===== config.mk =====
export PLATFORM = sky130hd
export DESIGN_NAME = motion_armed_tune_player
export DESIGN_NICKNAME = d
export VERILOG_FILES = /design/src/rtl/core/mtp_pkg.sv /design/src/rtl/core/mtp_cfg_regs.sv /design/src/rtl/core/mtp_front.sv /design/src/rtl/core/mtp_tune_core.sv /design/src/rtl/core/motion_armed_tune_player.sv
export SDC_FILE = /design/constraint.sdc
export NUM_CORES = 1
export LEC_CHECK = 0
export CELL_PAD_IN_SITES_DETAIL_PLACEMENT = 2
export CELL_PAD_IN_SITES_GLOBAL_PLACEMENT = 2
export CORE_MARGIN = 2
export CORE_UTILIZATION = 44
export DETAILED_ROUTE_END_ITERATION = 7
export DONT_BUFFER_PORTS = 1
export PLACE_DENSITY = 0.87
export REMOVE_ABC_BUFFERS = 1
export SLEW_MARGIN = 5
export SYNTH_ARGS = -nofsm -noshare
export SYNTH_HDL_FRONTEND = slang
export SYNTH_SLANG_ARGS = --single-unit

===== constraint.sdc =====
create_clock -name clk -period 8.4 [get_ports clk]
set_input_delay 1.68 -clock clk [delete_from_list [all_inputs] [get_ports clk]]
set_output_delay 1.68 -clock clk [all_outputs]
set_load 0.05 [all_outputs]

===== src/rtl/core/mtp_pkg.sv =====
`timescale 1ns / 1ps
// shared types, constants and the tone table of the motion armed tune player
// no dependencies

package mtp_pkg;

	// tune length default and tone table
	localparam int TUNE_STEPS_DEF = 18;
	localparam int TABLE_LEN      = 18;
	localparam int TONE_W         = 12;
	localparam int TONE_SEL_W     = $clog2(TABLE_LEN);
	localparam int TONE_IDX_W     = 6;

	localparam logic [TONE_W-1:0] TONE_TABLE [TABLE_LEN] = '{
		12'd0,    12'd1975, 12'd2637, 12'd0,    12'd0,    12'd0,
		12'd0,    12'd1318, 12'd1568, 12'd2637, 12'd2093, 12'd2349,
		12'd3136, 12'd3136, 12'd3136, 12'd0,    12'd0,    12'd0
	};

	// field widths
	localparam int ACCEL_W = 12;
	localparam int CLUX_W  = 23;
	localparam int LUX_W   = 17;
	localparam int SIDE_W  = 11;

	// whole lux = centilux / 100 as multiply by rounded-up reciprocal
	localparam int                  LUX_RECIP_W = 24;
	localparam logic [LUX_RECIP_W-1:0] LUX_RECIP = 24'd10737419;
	localparam int                  LUX_SHIFT   = 30;
	localparam int                  LUX_PROD_W  = CLUX_W + LUX_RECIP_W;

	// configuration port
	localparam int CFG_IDX_W  = 2;
	localparam int CFG_DATA_W = 17;

	typedef enum logic [CFG_IDX_W-1:0] {
		CFG_SIDE_LIMIT  = 2'd0,
		CFG_VERT_LOW    = 2'd1,
		CFG_VERT_HIGH   = 2'd2,
		CFG_LIGHT_LIMIT = 2'd3
	} cfg_reg_e;

	localparam logic [SIDE_W-1:0]         SIDE_LIMIT_RST  = 11'd175;
	localparam logic signed [ACCEL_W-1:0] VERT_LOW_RST    = -12'sd225;
	localparam logic [SIDE_W-1:0]         VERT_HIGH_RST   = 11'd150;
	localparam logic [LUX_W-1:0]          LIGHT_LIMIT_RST = 17'd300;

	typedef struct packed {
		logic [SIDE_W-1:0]         side_motion_limit;
		logic signed [ACCEL_W-1:0] vertical_low_limit;
		logic [SIDE_W-1:0]         vertical_high_limit;
		logic [LUX_W-1:0]          light_jump_limit;
	} cfg_t;

	typedef struct packed {
		logic signed [ACCEL_W-1:0] accel_side;
		logic signed [ACCEL_W-1:0] accel_front;
		logic signed [ACCEL_W-1:0] accel_vertical;
		logic [CLUX_W-1:0]         light_centilux;
		logic                      light_ok;
	} tick_t;

	typedef struct packed {
		logic              buzzer_on;
		logic [TONE_W-1:0] tone_hz;
		logic              is_active;
	} result_t;

	// pre-processed tick handed to the tune core
	typedef struct packed {
		logic             motion;
		logic             light_ok;
		logic [LUX_W-1:0] lux;
	} front_t;

	function automatic logic [TONE_W-1:0] tone_at(input logic [TONE_IDX_W-1:0] beat);
		logic [TONE_W-1:0] tone;
		tone = '0;
		if (beat < TONE_IDX_W'(TABLE_LEN))
			tone = TONE_TABLE[beat[TONE_SEL_W-1:0]];
		return tone;
	endfunction

endpackage


===== src/rtl/core/mtp_cfg_regs.sv =====
`timescale 1ns / 1ps
// configuration register file of the motion armed tune player
// depends on mtp_pkg

module mtp_cfg_regs (
	input  logic                           clk,
	input  logic                           arst_n,
	input  logic                           wr_en,
	input  logic [mtp_pkg::CFG_IDX_W-1:0]  wr_index,
	input  logic [mtp_pkg::CFG_DATA_W-1:0] wr_data,
	output mtp_pkg::cfg_t                  cfg
);
	import mtp_pkg::*;

	cfg_t cfg_q;

	always_ff @(posedge clk or negedge arst_n) begin
		if (!arst_n) begin
			cfg_q.side_motion_limit   <= SIDE_LIMIT_RST;
			cfg_q.vertical_low_limit  <= VERT_LOW_RST;
			cfg_q.vertical_high_limit <= VERT_HIGH_RST;
			cfg_q.light_jump_limit    <= LIGHT_LIMIT_RST;
		end else if (wr_en) begin
			unique case (cfg_reg_e'(wr_index))
				CFG_SIDE_LIMIT:  cfg_q.side_motion_limit   <= wr_data[SIDE_W-1:0];
				CFG_VERT_LOW:    cfg_q.vertical_low_limit  <= wr_data[ACCEL_W-1:0];
				CFG_VERT_HIGH:   cfg_q.vertical_high_limit <= wr_data[SIDE_W-1:0];
				CFG_LIGHT_LIMIT: cfg_q.light_jump_limit    <= wr_data[LUX_W-1:0];
				default: ;
			endcase
		end
	end

	assign cfg = cfg_q;

endmodule


===== src/rtl/core/mtp_front.sv =====
`timescale 1ns / 1ps
// second stage: motion window check and centilux to whole lux scaling
// depends on mtp_pkg

module mtp_front (
	input  logic           clk,
	input  logic           load,
	input  mtp_pkg::tick_t tick_s1,
	input  mtp_pkg::cfg_t  cfg,
	output mtp_pkg::front_t front_s2
);
	import mtp_pkg::*;

	logic signed [ACCEL_W:0] side_hi, side_lo, vert_hi, ax, ay, az;
	logic                    motion;
	logic [LUX_PROD_W-1:0]   lux_prod;
	front_t                  front_d;

	always_comb begin
		side_hi = $signed({2'b00, cfg.side_motion_limit});
		side_lo = -side_hi;
		vert_hi = $signed({2'b00, cfg.vertical_high_limit});
		ax      = $signed({tick_s1.accel_side[ACCEL_W-1], tick_s1.accel_side});
		ay      = $signed({tick_s1.accel_front[ACCEL_W-1], tick_s1.accel_front});
		az      = $signed({tick_s1.accel_vertical[ACCEL_W-1], tick_s1.accel_vertical});
		motion  = (ax < side_lo) || (ax > side_hi) ||
		          (ay < side_lo) || (ay > side_hi) ||
		          (tick_s1.accel_vertical < cfg.vertical_low_limit) ||
		          (az > vert_hi);
	end

	// exact for every 23-bit reading
	assign lux_prod = LUX_PROD_W'(tick_s1.light_centilux) * LUX_PROD_W'(LUX_RECIP);

	always_comb begin
		front_d.motion   = motion;
		front_d.light_ok = tick_s1.light_ok;
		front_d.lux      = lux_prod[LUX_SHIFT +: LUX_W];
	end

	always_ff @(posedge clk) begin
		if (load)
			front_s2 <= front_d;
	end

endmodule


===== src/rtl/core/mtp_tune_core.sv =====
`timescale 1ns / 1ps
// mode, tick counter, buzzer and light jump state; these registers are the result
// depends on mtp_pkg

module mtp_tune_core #(
	parameter int TUNE_STEPS = mtp_pkg::TUNE_STEPS_DEF
) (
	input  logic             clk,
	input  logic             arst_n,
	input  logic             fire,
	input  mtp_pkg::front_t  front_s2,
	input  mtp_pkg::cfg_t    cfg,
	output mtp_pkg::result_t result
);
	import mtp_pkg::*;

	localparam int CYCLE = 2 * TUNE_STEPS;
	localparam int CNT_W = $clog2(CYCLE);

	logic              active_q, active_d;
	logic [CNT_W-1:0]  tick_q, tick_d;
	logic [LUX_W-1:0]  last_lux_q, last_lux_d;
	logic              lux_known_q, lux_known_d;
	logic              buzz_q, buzz_d;
	logic [TONE_W-1:0] tone_q, tone_d;

	logic [CNT_W:0]    cnt_inc;
	logic [CNT_W-1:0]  cnt, beat;
	logic [TONE_W-1:0] tone_now;
	logic [LUX_W-1:0]  base_lux, lux_diff;

	always_comb begin
		cnt_inc  = {1'b0, tick_q} + 1'b1;
		cnt      = (cnt_inc == (CNT_W+1)'(CYCLE)) ? '0 : cnt_inc[CNT_W-1:0];
		beat     = (tick_q >= CNT_W'(TUNE_STEPS)) ? tick_q - CNT_W'(TUNE_STEPS) : tick_q;
		tone_now = tone_at(TONE_IDX_W'(beat));
		// first reading stands in as its own predecessor
		base_lux = lux_known_q ? last_lux_q : front_s2.lux;
		lux_diff = (front_s2.lux >= base_lux) ? front_s2.lux - base_lux
		                                      : base_lux - front_s2.lux;
	end

	always_comb begin
		active_d    = active_q;
		tick_d      = cnt;
		last_lux_d  = last_lux_q;
		lux_known_d = lux_known_q;
		buzz_d      = buzz_q;
		tone_d      = tone_q;
		if (!active_q) begin
			if (front_s2.motion) begin
				tick_d   = '0;
				active_d = 1'b1;
			end
		end else begin
			if (cnt > CNT_W'(TUNE_STEPS)) begin
				buzz_d = 1'b0;
			end else if (buzz_q && (tone_now == '0)) begin
				buzz_d = 1'b0;
			end else begin
				buzz_d = 1'b1;
				tone_d = tone_now;
			end
			if (cnt[0] && front_s2.light_ok) begin
				if (lux_diff > cfg.light_jump_limit) begin
					lux_known_d = 1'b0;
					last_lux_d  = '0;
					tick_d      = '0;
					active_d    = 1'b0;
					buzz_d      = 1'b0;
				end else begin
					lux_known_d = 1'b1;
					last_lux_d  = front_s2.lux;
				end
			end
		end
	end

	always_ff @(posedge clk or negedge arst_n) begin
		if (!arst_n) begin
			active_q    <= 1'b0;
			tick_q      <= '0;
			last_lux_q  <= '0;
			lux_known_q <= 1'b0;
			buzz_q      <= 1'b0;
			tone_q      <= '0;
		end else if (fire) begin
			active_q    <= active_d;
			tick_q      <= tick_d;
			last_lux_q  <= last_lux_d;
			lux_known_q <= lux_known_d;
			buzz_q      <= buzz_d;
			tone_q      <= tone_d;
		end
	end

	always_comb begin
		result.buzzer_on = buzz_q;
		result.tone_hz   = tone_q;
		result.is_active = active_q;
	end

endmodule


===== src/rtl/core/motion_armed_tune_player.sv =====
`timescale 1ns / 1ps
// top level of the motion armed tune player: input register, flow control, config port
// depends on mtp_pkg, mtp_cfg_regs, mtp_front, mtp_tune_core
//
//  channel  | handshake                     | word
//  ---------+-------------------------------+----------------------------------
//  tick     | tick_valid / tick_stall       | tick   (mtp_pkg::tick_t)
//  result   | result_valid / result_stall   | result (mtp_pkg::result_t)
//  config   | cfg_valid / cfg_ready         | cfg_index, cfg_data
//
// one tick word is taken every cycle while tick_stall is low; its result word then passes
// the input register, the lux scaling stage and the state/result register
// the stage chain is the only latency; the state update is combinational into the state/result register
// arst_n clears mode, counter, lux memory, buzzer, tone and config to reset values
// a stalled result holds; bubbles still fill behind it, so tick_stall rises only
// when all three stages hold a word

module motion_armed_tune_player #(
	parameter int TUNE_STEPS = mtp_pkg::TUNE_STEPS_DEF
) (
	input  logic                           clk,
	input  logic                           arst_n,
	input  logic                           tick_valid,
	output logic                           tick_stall,
	input  mtp_pkg::tick_t                 tick,
	output logic                           result_valid,
	input  logic                           result_stall,
	output mtp_pkg::result_t               result,
	input  logic                           cfg_valid,
	output logic                           cfg_ready,
	input  logic [mtp_pkg::CFG_IDX_W-1:0]  cfg_index,
	input  logic [mtp_pkg::CFG_DATA_W-1:0] cfg_data
);
	import mtp_pkg::*;

	cfg_t   cfg;
	tick_t  tick_s1;
	front_t front_s2;
	logic   valid_s1, valid_s2, result_valid_q;
	logic   adv_out, adv_s2, adv_s1;

	// config writes are always accepted; cfg_ready is tied high
	assign cfg_ready = 1'b1;

	mtp_cfg_regs u_cfg (
		.clk      (clk),
		.arst_n   (arst_n),
		.wr_en    (cfg_valid),
		.wr_index (cfg_index),
		.wr_data  (cfg_data),
		.cfg      (cfg)
	);

	// each stage moves on when the one after it is empty or moving
	always_comb begin
		adv_out    = !result_valid_q || !result_stall;
		adv_s2     = !valid_s2 || adv_out;
		adv_s1     = !valid_s1 || adv_s2;
		tick_stall = !adv_s1;
	end

	// input register
	always_ff @(posedge clk) begin
		if (adv_s1)
			tick_s1 <= tick;
	end

	always_ff @(posedge clk or negedge arst_n) begin
		if (!arst_n) begin
			valid_s1       <= 1'b0;
			valid_s2       <= 1'b0;
			result_valid_q <= 1'b0;
		end else begin
			if (adv_s1)
				valid_s1 <= tick_valid;
			if (adv_s2)
				valid_s2 <= valid_s1;
			if (adv_out)
				result_valid_q <= valid_s2;
		end
	end

	// motion check and lux scaling
	mtp_front u_front (
		.clk      (clk),
		.load     (adv_s2),
		.tick_s1  (tick_s1),
		.cfg      (cfg),
		.front_s2 (front_s2)
	);

	// state update; fires once per word leaving the second stage
	mtp_tune_core #(
		.TUNE_STEPS (TUNE_STEPS)
	) u_core (
		.clk      (clk),
		.arst_n   (arst_n),
		.fire     (valid_s2 && adv_out),
		.front_s2 (front_s2),
		.cfg      (cfg),
		.result   (result)
	);

	assign result_valid = result_valid_q;

endmodule


**Word level (Yosys, flattened, before mapping)**

Memory sizes are Yosys's and may differ from the RTL's.
Index checks and enable logic that the tools add are counted.

- Register bits: 171
- Bits in read-only memories: 384
- Word-level logic and storage cells: 92
- Memories kept: 1

Memories:

| memory | words | bits a word | read ports | clocked after memory_dff | write ports | RTL line | source |
|---|---|---|---|---|---|---|---|
| (no name shown) | 32 | 12 | 1 | 0 | 0 | mtp_pkg.sv:80 | `tone = TONE_TABLE[beat[TONE_SEL_W-1:0]];` |

- $add $sub $neg: 5
- Multiply operators: 1
- Magnitude comparators: 12
- Eq/ne operators: 4
- Mux-type cells: 20
- Bitwise logic cells: 3
- Reduce and logical (&&, ||, !) cells: 25

Operators by type and width:

| cell | count |
|---|---|
| 2-to-1 mux 17 bit | 3 |
| multiplier 23 x 24 -> 47 bit (second input constant) | 1 |
| greater-than comparator 12 bit | 3 |
| 2-to-1 mux 12 bit | 3 |
| 2-to-1 mux 6 bit | 6 |
| subtractor 17 bit | 2 |
| less-than comparator 12 x 13 -> 1 bit | 2 |
| greater-or-equal comparator 17 bit | 1 |
| greater-than comparator 17 bit | 1 |
| negator 11 -> 13 bit | 1 |
| logical NOT 12 bit | 1 |
| less-than comparator 12 bit | 1 |
| AND reduction 2 bit | 5 |
| logical OR 1 bit | 8 |
| 2-to-1 mux 1 bit | 8 |
| adder 6 x 1 -> 7 bit (second input constant) | 1 |
| == test 7 x 6 -> 1 bit (second input constant) | 1 |
| greater-or-equal comparator 6 x 5 -> 1 bit (second input constant) | 1 |
| greater-or-equal comparator 6 bit (second input constant) | 1 |
| greater-than comparator 6 x 5 -> 1 bit (second input constant) | 1 |
| less-than comparator 6 x 5 -> 1 bit (second input constant) | 1 |
| NOT 5 -> 6 bit | 1 |
| subtractor 6 x 5 -> 6 bit (second input constant) | 1 |
| logical NOT 1 bit | 5 |
| other kinds (7) | 11 |

**Depth between registers and ports, before layout**

- Depth in word-level cells: 13
- Gate-level depth with buffers: 27
- Depth with buffers taken out: 25

**Hierarchy**

Synthesis repeated with hierarchy kept, for this count alone.

- Cell total of the unflattened synthesis: 1,911
- Area total of the unflattened synthesis: 19,967.9 µm²

By module, submodules not included:

| module | instances | cells an instance | area each (µm²) | seq. area each (µm²) |
|---|---|---|---|---|
| mtp_front | 1 | 1,176 | 11,673.7 | 570.5 |
| mtp_tune_core | 1 | 553 | 4,418.0 | 925.9 |
| motion_armed_tune_player | 1 | 72 | 1,941.9 | 1,876.8 |
| mtp_cfg_regs | 1 | 110 | 1,934.4 | 1,305.0 |

**Worst setup path after synthesis**

Ideal clock, no wire load.

- Kind: reg-to-reg
- Start point: register tick_s1[7] (netlist name)
- End point: register u_front.front_s2[7] (netlist name)
- Data arrival time: 6.114 ns
- Setup slack: 2.024 ns
- Cell stages (with the launch flop): 24
- Buffers on the path: 0
- Clock period less this slack: 6.376 ns
- Cell sequence: edfxtp_1 > inv_1 > fa_1 > inv_1 > fa_1 > inv_1 > fa_1 > fa_1 > inv_1 > fa_1 > fa_1 > inv_1 > fa_1 > inv_1 > ha_1 > nand2_1 > a2bb2oi_1 > a221o_1 > o2111ai_1 > nand2_1 > o21ai_0 > a221oi_1 > o21bai_1 > xor2_1

- Longest elaborated chain between the ends: 1

RTL lines:

| item | RTL line | source |
|---|---|---|
| multiplier 23 x 24 -> 47 bit | mtp_front.sv:33 | `assign lux_prod = LUX_PROD_W'(tick_s1.light_centilux) * LUX_PROD_W'(LUX_RECIP);` |
| via u_front.lux_prod[37] | mtp_front.sv:16 | `logic [LUX_PROD_W-1:0] lux_prod;` |

The timed path passes the listed nets, and every way through them passes these cells.
A chain may end at the register's enable or synchronous reset.

**Final worst setup path**

- Start point: register tick_s1[7] (netlist name)
- End point: register u_front.front_s2[16] (netlist name)

- Longest elaborated chain between the ends: 1

RTL lines:

| item | RTL line |
|---|---|
| multiplier 23 x 24 -> 47 bit | mtp_front.sv:33 |
| via u_front.lux_prod[46] | mtp_front.sv:16 |

The timed path passes the listed nets, and every way through them passes these cells.

==> results.md <==
Worst setup path:
- The most numerous cell type found on the critical path is sky130_fd_sc_hd__fa_1.
- The number of buffer and inverter stages on the critical path is 6.
- The worst setup path is of the reg -> reg kind.
- For flop-to-flop paths, the worst setup slack is 0.99 ns.
- The path depth of the worst reg2reg path is 23.
- The delay of the slowest critical-path stage is 0.61 ns.
- The category of cells accounting for the largest share of critical-path delay is adder cells.
- The arrival time reported for the critical path endpoint is 7.64 ns.
- The endpoint identified for the worst register-to-register timing path is u_front.front_s2[16].
- The signal on the critical path passes through inv_1, fa_1, inv_1, fa_1, inv_1, fa_1, fa_1, inv_1, fa_1, fa_1, inv_1, fa_1, inv_1, ha_1, nand3_1, nor2_1, o2111ai_1, o2111ai_1, nand4b_1, a31oi_1, a21o_1, a21oi_1, xnor2_1.
- For the worst setup path, the data required time is roughly 8.6 ns.
- On the critical path, the stage with the largest delay is an instance of sky130_fd_sc_hd__edfxtp_1.
- The largest fanout on the critical path is 7.
- STA classifies the critical path endpoint as a flip-flop.
- The startpoint of the worst-slack reg-to-reg timing path is tick_s1[7].
- The startpoint type of the worst setup path is a flip-flop.

CTS:
- At the later pin of the worst-skew pair, clock insertion delay measures about 0.48 ns.
- The tree is rooted in a sky130_fd_sc_hd__clkbuf_16.
- The cts-stage hold buffer count is 0.
- The clock passes through at most 2 buffers.
- Once the clock tree was built, the setup fixing pass inserted 0 buffers.
- The number of levels in the clock H-tree is 4.
- The CTS tree is done.
- The number of sinks handled by clock tree synthesis is 170.
- The number of instances resized during post-cts repair is 0.
- TritonCTS created 17 clock buffers.
- After clock tree synthesis, the clock-pin slew on the worst setup and hold paths is 0.08 ns.

Timing:
- The peak clock frequency supported by timing is 135 MHz.
- The setup skew after layout is 0.0139 ns.
- The final number of max-transition violations is 0.
- The final critical path time including I/O delays and setup is 7.41 ns.
- For the pin with the worst max-slew slack, the measured transition is 1.22 ns.
- The share of the clock period used by the worst path after layout is 88.2%.
- The number of setup violations in the final report is 0.
- The total count of hold-check failures in the final report was 0.
- Setup repair after global routing left no endpoint under its margin.
- For the final routed database, the setup TNS stands at 0 ns.
- The worst pin sits at a relative slew slack of 18.3%.

Routing:
- The average vias per placed instance is 5.67.
- In this run the remaining antenna-violating nets after routing total 0.
- The via count of the routed design is 14100.
- For this block, the routed nets add up to 66500 um of wire.
- The DRC marker count from the first detailed-route iteration is 733.
- After detailed routing, the number of remaining DRC violations is 0.
- The average detailed-routed wire length per instance is 26.7 um.
- The pre-antenna-repair detailed-routing pass consisted of 4 iterations.

Global route:
- The total track usage is 30.0%.
- Entering global routing, the biggest net connects 92 pins.
- Global routing finished with a remaining overflow of 0.
- The first global-routing pass estimated slightly above 100000 um of wire.
- The initial antenna violation count is 6.
- The via count of the first global-routing pass was 17100.

Cells and area:
- In the final design database the tool counted 2541 nets.
- The proportion of layout cells with a drive suffix above 1 is ~6.5%.
- The final cell count without fillers is around 2500.
- The area overhead of the layout relative to synthesis is 6.17%.
- Fill cells in the final layout number 4535.
- In the final layout, the multi-input gates occupy 13000 um^2.
- Registers take around 4700 um^2.

Synth:
- The number of different library cells used by synthesis comes to between 70 and 80.
- Synthesis handed over a netlist of 1896 instances.
- The summed instance area of the synthesized netlist is a little under 20000 um^2.
- Counting flops with a built-in enable in the synthesized netlist gives 79.
- The number of register bits inferred by synthesis is 170.
- The sequential element share of the synthesized area is between 20% and 30%.
- The number of synthesis warnings is 0.
- For this run, the leading register cell type out of synthesis is sky130_fd_sc_hd__edfxtp_1.
- The share of async-settable or async-resettable flops after synthesis is 53.5%.
- Averaged over all synthesized cells, the footprint is 10.2 um^2.

Placement:
- The number of buffers added on ports is 0.
- The cell count after placement is between 2000 and 2500.
- The placer congestion estimate is 0.932.
- The estimated wirelength of the detail-placed design is 53100 um.

Worst hold path:
- The end point of the most critical hold path is u_front.front_s2[17].
- The worst hold path was traced through 0 stages.
- The worst hold path belongs to the class reg -> reg.
- The start point of the worst hold path is tick_s1[0].

Run:
- The tool flagged a number of max-cap violations equal to 0.

Floorplan:
- For this configuration, the core starts out at a cell density of 44.8%.
- Row generation in the floorplan step produced 76 rows.
- The height of the die is ~210 um.
- The die is 214 um wide.
- The floorplan die area is 45800 um^2.
- For this design the top-level I/O count stands at 101.
- The floorplan core area is 43400 um^2.

Outcome:
- The flow ran to the end, and the final reports show no timing, DRC or antenna violations.
per-layer routing:
| layer | vias to the layer above | global-route usage [%] | wire length [um] | part of all wire, % |
|---|---|---|---|---|
| li1 | 6269 | - | - | - |
| met1 | 7366 | 33.3 | 26000 | 39 |
| met2 | 318 | 56.1 | 35100 | 53 |
| met3 | 173 | 5.15 | 2200 | 3.3 |
| met4 | 0 | 13.2 | 3200 | 4.8 |
| met5 | - | 0 | 0 | 0 |
sequential cells by signal, summed over array words and instances, names as in the netlist:
signal,cells
tick_s1,60
u_cfg.cfg,51
u_front.front_s2,19
u_core.last_lux_q,17
u_core.tone_q,11
u_core.tick_q,6
result_valid,1
u_core.active_q,1
u_core.buzz_q,1
u_core.lux_known_q,1
valid_s1,1
valid_s2,1
cells in the final DEF (no fill, tap or decap), types with 7 or more instances in the layout:
cell type,Yosys,final
sky130_fd_sc_hd__nand2_1,113,113
sky130_fd_sc_hd__o21ai_0,79,78
sky130_fd_sc_hd__o21bai_1,9,9
sky130_fd_sc_hd__a211oi_1,15,15
sky130_fd_sc_hd__o21a_1,20,20
sky130_fd_sc_hd__edfxtp_1,79,79
sky130_fd_sc_hd__dfstp_2,23,23
sky130_fd_sc_hd__a31oi_1,13,13
sky130_fd_sc_hd__buf_4,5,7
sky130_fd_sc_hd__nor3_1,20,20
sky130_fd_sc_hd__dfrtp_1,68,68
sky130_fd_sc_hd__nand4_1,16,16
sky130_fd_sc_hd__or2_2,7,7
sky130_fd_sc_hd__a21o_1,34,34
sky130_fd_sc_hd__mux2_2,43,43
sky130_fd_sc_hd__a21boi_0,18,18
sky130_fd_sc_hd__clkbuf_16,0,17
sky130_fd_sc_hd__ha_1,371,371
sky130_fd_sc_hd__nor2b_1,10,10
sky130_fd_sc_hd__inv_1,433,433
sky130_fd_sc_hd__o211ai_1,10,10
sky130_fd_sc_hd__a21oi_1,65,65
sky130_fd_sc_hd__nor2_1,51,51
sky130_fd_sc_hd__xnor2_1,28,28
sky130_fd_sc_hd__o31ai_1,7,7
sky130_fd_sc_hd__xor2_1,18,18
sky130_fd_sc_hd__nand3_1,20,20
sky130_fd_sc_hd__fa_1,197,197
sky130_fd_sc_hd__nand2b_1,11,11
cell type report:
cell class	count	area share (%)
antenna	5	0.0607
clock buffer	19	2.10
clock inverter	13	0.516
inverter	433	7.88
multi-input combinational	1260	62.9
sequential	170	22.7
tap	585	3.55
timing repair buffer	7	0.255
worst max path at each step:
stage | from | end | depth (start not counted) | slack (ns)
after CTS | tick_s1[7] | u_front.front_s2[16] | 23 | 1.13
after detailed placement | tick_s1[7] | u_front.front_s2[16] | 23 | 1.20
after floorplan | u_core.lux_known_q | u_core.tick_q[2] | 21 | 1.88
final | tick_s1[7] | u_front.front_s2[16] | 23 | 0.99
after global routing | tick_s1[7] | u_front.front_s2[7] | 23 | 0.61
after global placement | tick_s1[7] | u_front.front_s2[16] | 23 | 1.53
Yosys cell counts (6+ instances only):
cell type | instances | area [um^2]
sky130_fd_sc_hd__mux2_2 | 43 | 484
sky130_fd_sc_hd__xor2_1 | 18 | 158
sky130_fd_sc_hd__o21a_1 | 20 | 150
sky130_fd_sc_hd__a21boi_0 | 18 | 135
sky130_fd_sc_hd__inv_1 | 433 | 1630
sky130_fd_sc_hd__mux2i_1 | 6 | 60.1
sky130_fd_sc_hd__nor3_1 | 20 | 100
sky130_fd_sc_hd__ha_1 | 371 | 4640
sky130_fd_sc_hd__o21ai_0 | 79 | 395
sky130_fd_sc_hd__a31oi_1 | 13 | 81.3
sky130_fd_sc_hd__nand4_1 | 16 | 100
sky130_fd_sc_hd__dfrtp_1 | 68 | 1700
sky130_fd_sc_hd__or2_2 | 7 | 43.8
sky130_fd_sc_hd__fa_1 | 197 | 3940
sky130_fd_sc_hd__edfxtp_1 | 79 | 2370
sky130_fd_sc_hd__nand2_1 | 113 | 424
sky130_fd_sc_hd__nor2_1 | 51 | 191
sky130_fd_sc_hd__xnor2_1 | 28 | 245
sky130_fd_sc_hd__o21bai_1 | 9 | 67.6
sky130_fd_sc_hd__nand3_1 | 20 | 100
sky130_fd_sc_hd__a21oi_1 | 65 | 325
sky130_fd_sc_hd__a21o_1 | 34 | 255
sky130_fd_sc_hd__nor2b_1 | 10 | 62.6
sky130_fd_sc_hd__o31ai_1 | 7 | 52.6
sky130_fd_sc_hd__dfstp_2 | 23 | 604
sky130_fd_sc_hd__nand2b_1 | 11 | 68.8
sky130_fd_sc_hd__clkbuf_1 | 23 | 86.3
sky130_fd_sc_hd__o211ai_1 | 10 | 75.1
sky130_fd_sc_hd__a211oi_1 | 15 | 113
kinds of logic (layout without fill, tap and decap cells):
kind of cell,count (synthesis),in the layout,share of synthesized area (%)
other cells,1,6,0.0193
fa+ha+maj,568,568,44.2
buf+inv,466,472,9.16
mux,52,52,3.03
simple gates,276,276,6.66
compound gates,316,316,10.7
flops,170,170,24.1
xor+xnor,47,47,2.16
metrics by stage:
step           cell area [um^2]  hold WS, ns  setup WS (ns)  utilization [%]
6_report                  20600        0.454          0.989             47.5
5_1_grt                   20600        0.466          0.608             47.5
4_1_cts                   20600        0.471           1.13             47.5
3_5_place_dp              20100        0.441           1.20             46.3
3_3_place_gp              20100        0.419           1.53             46.3
2_1_floorplan             19300        0.400           1.88                -
Power is not shown: default switching activity piles up to over one toggle a cycle in this logic, so the estimate is an artifact.
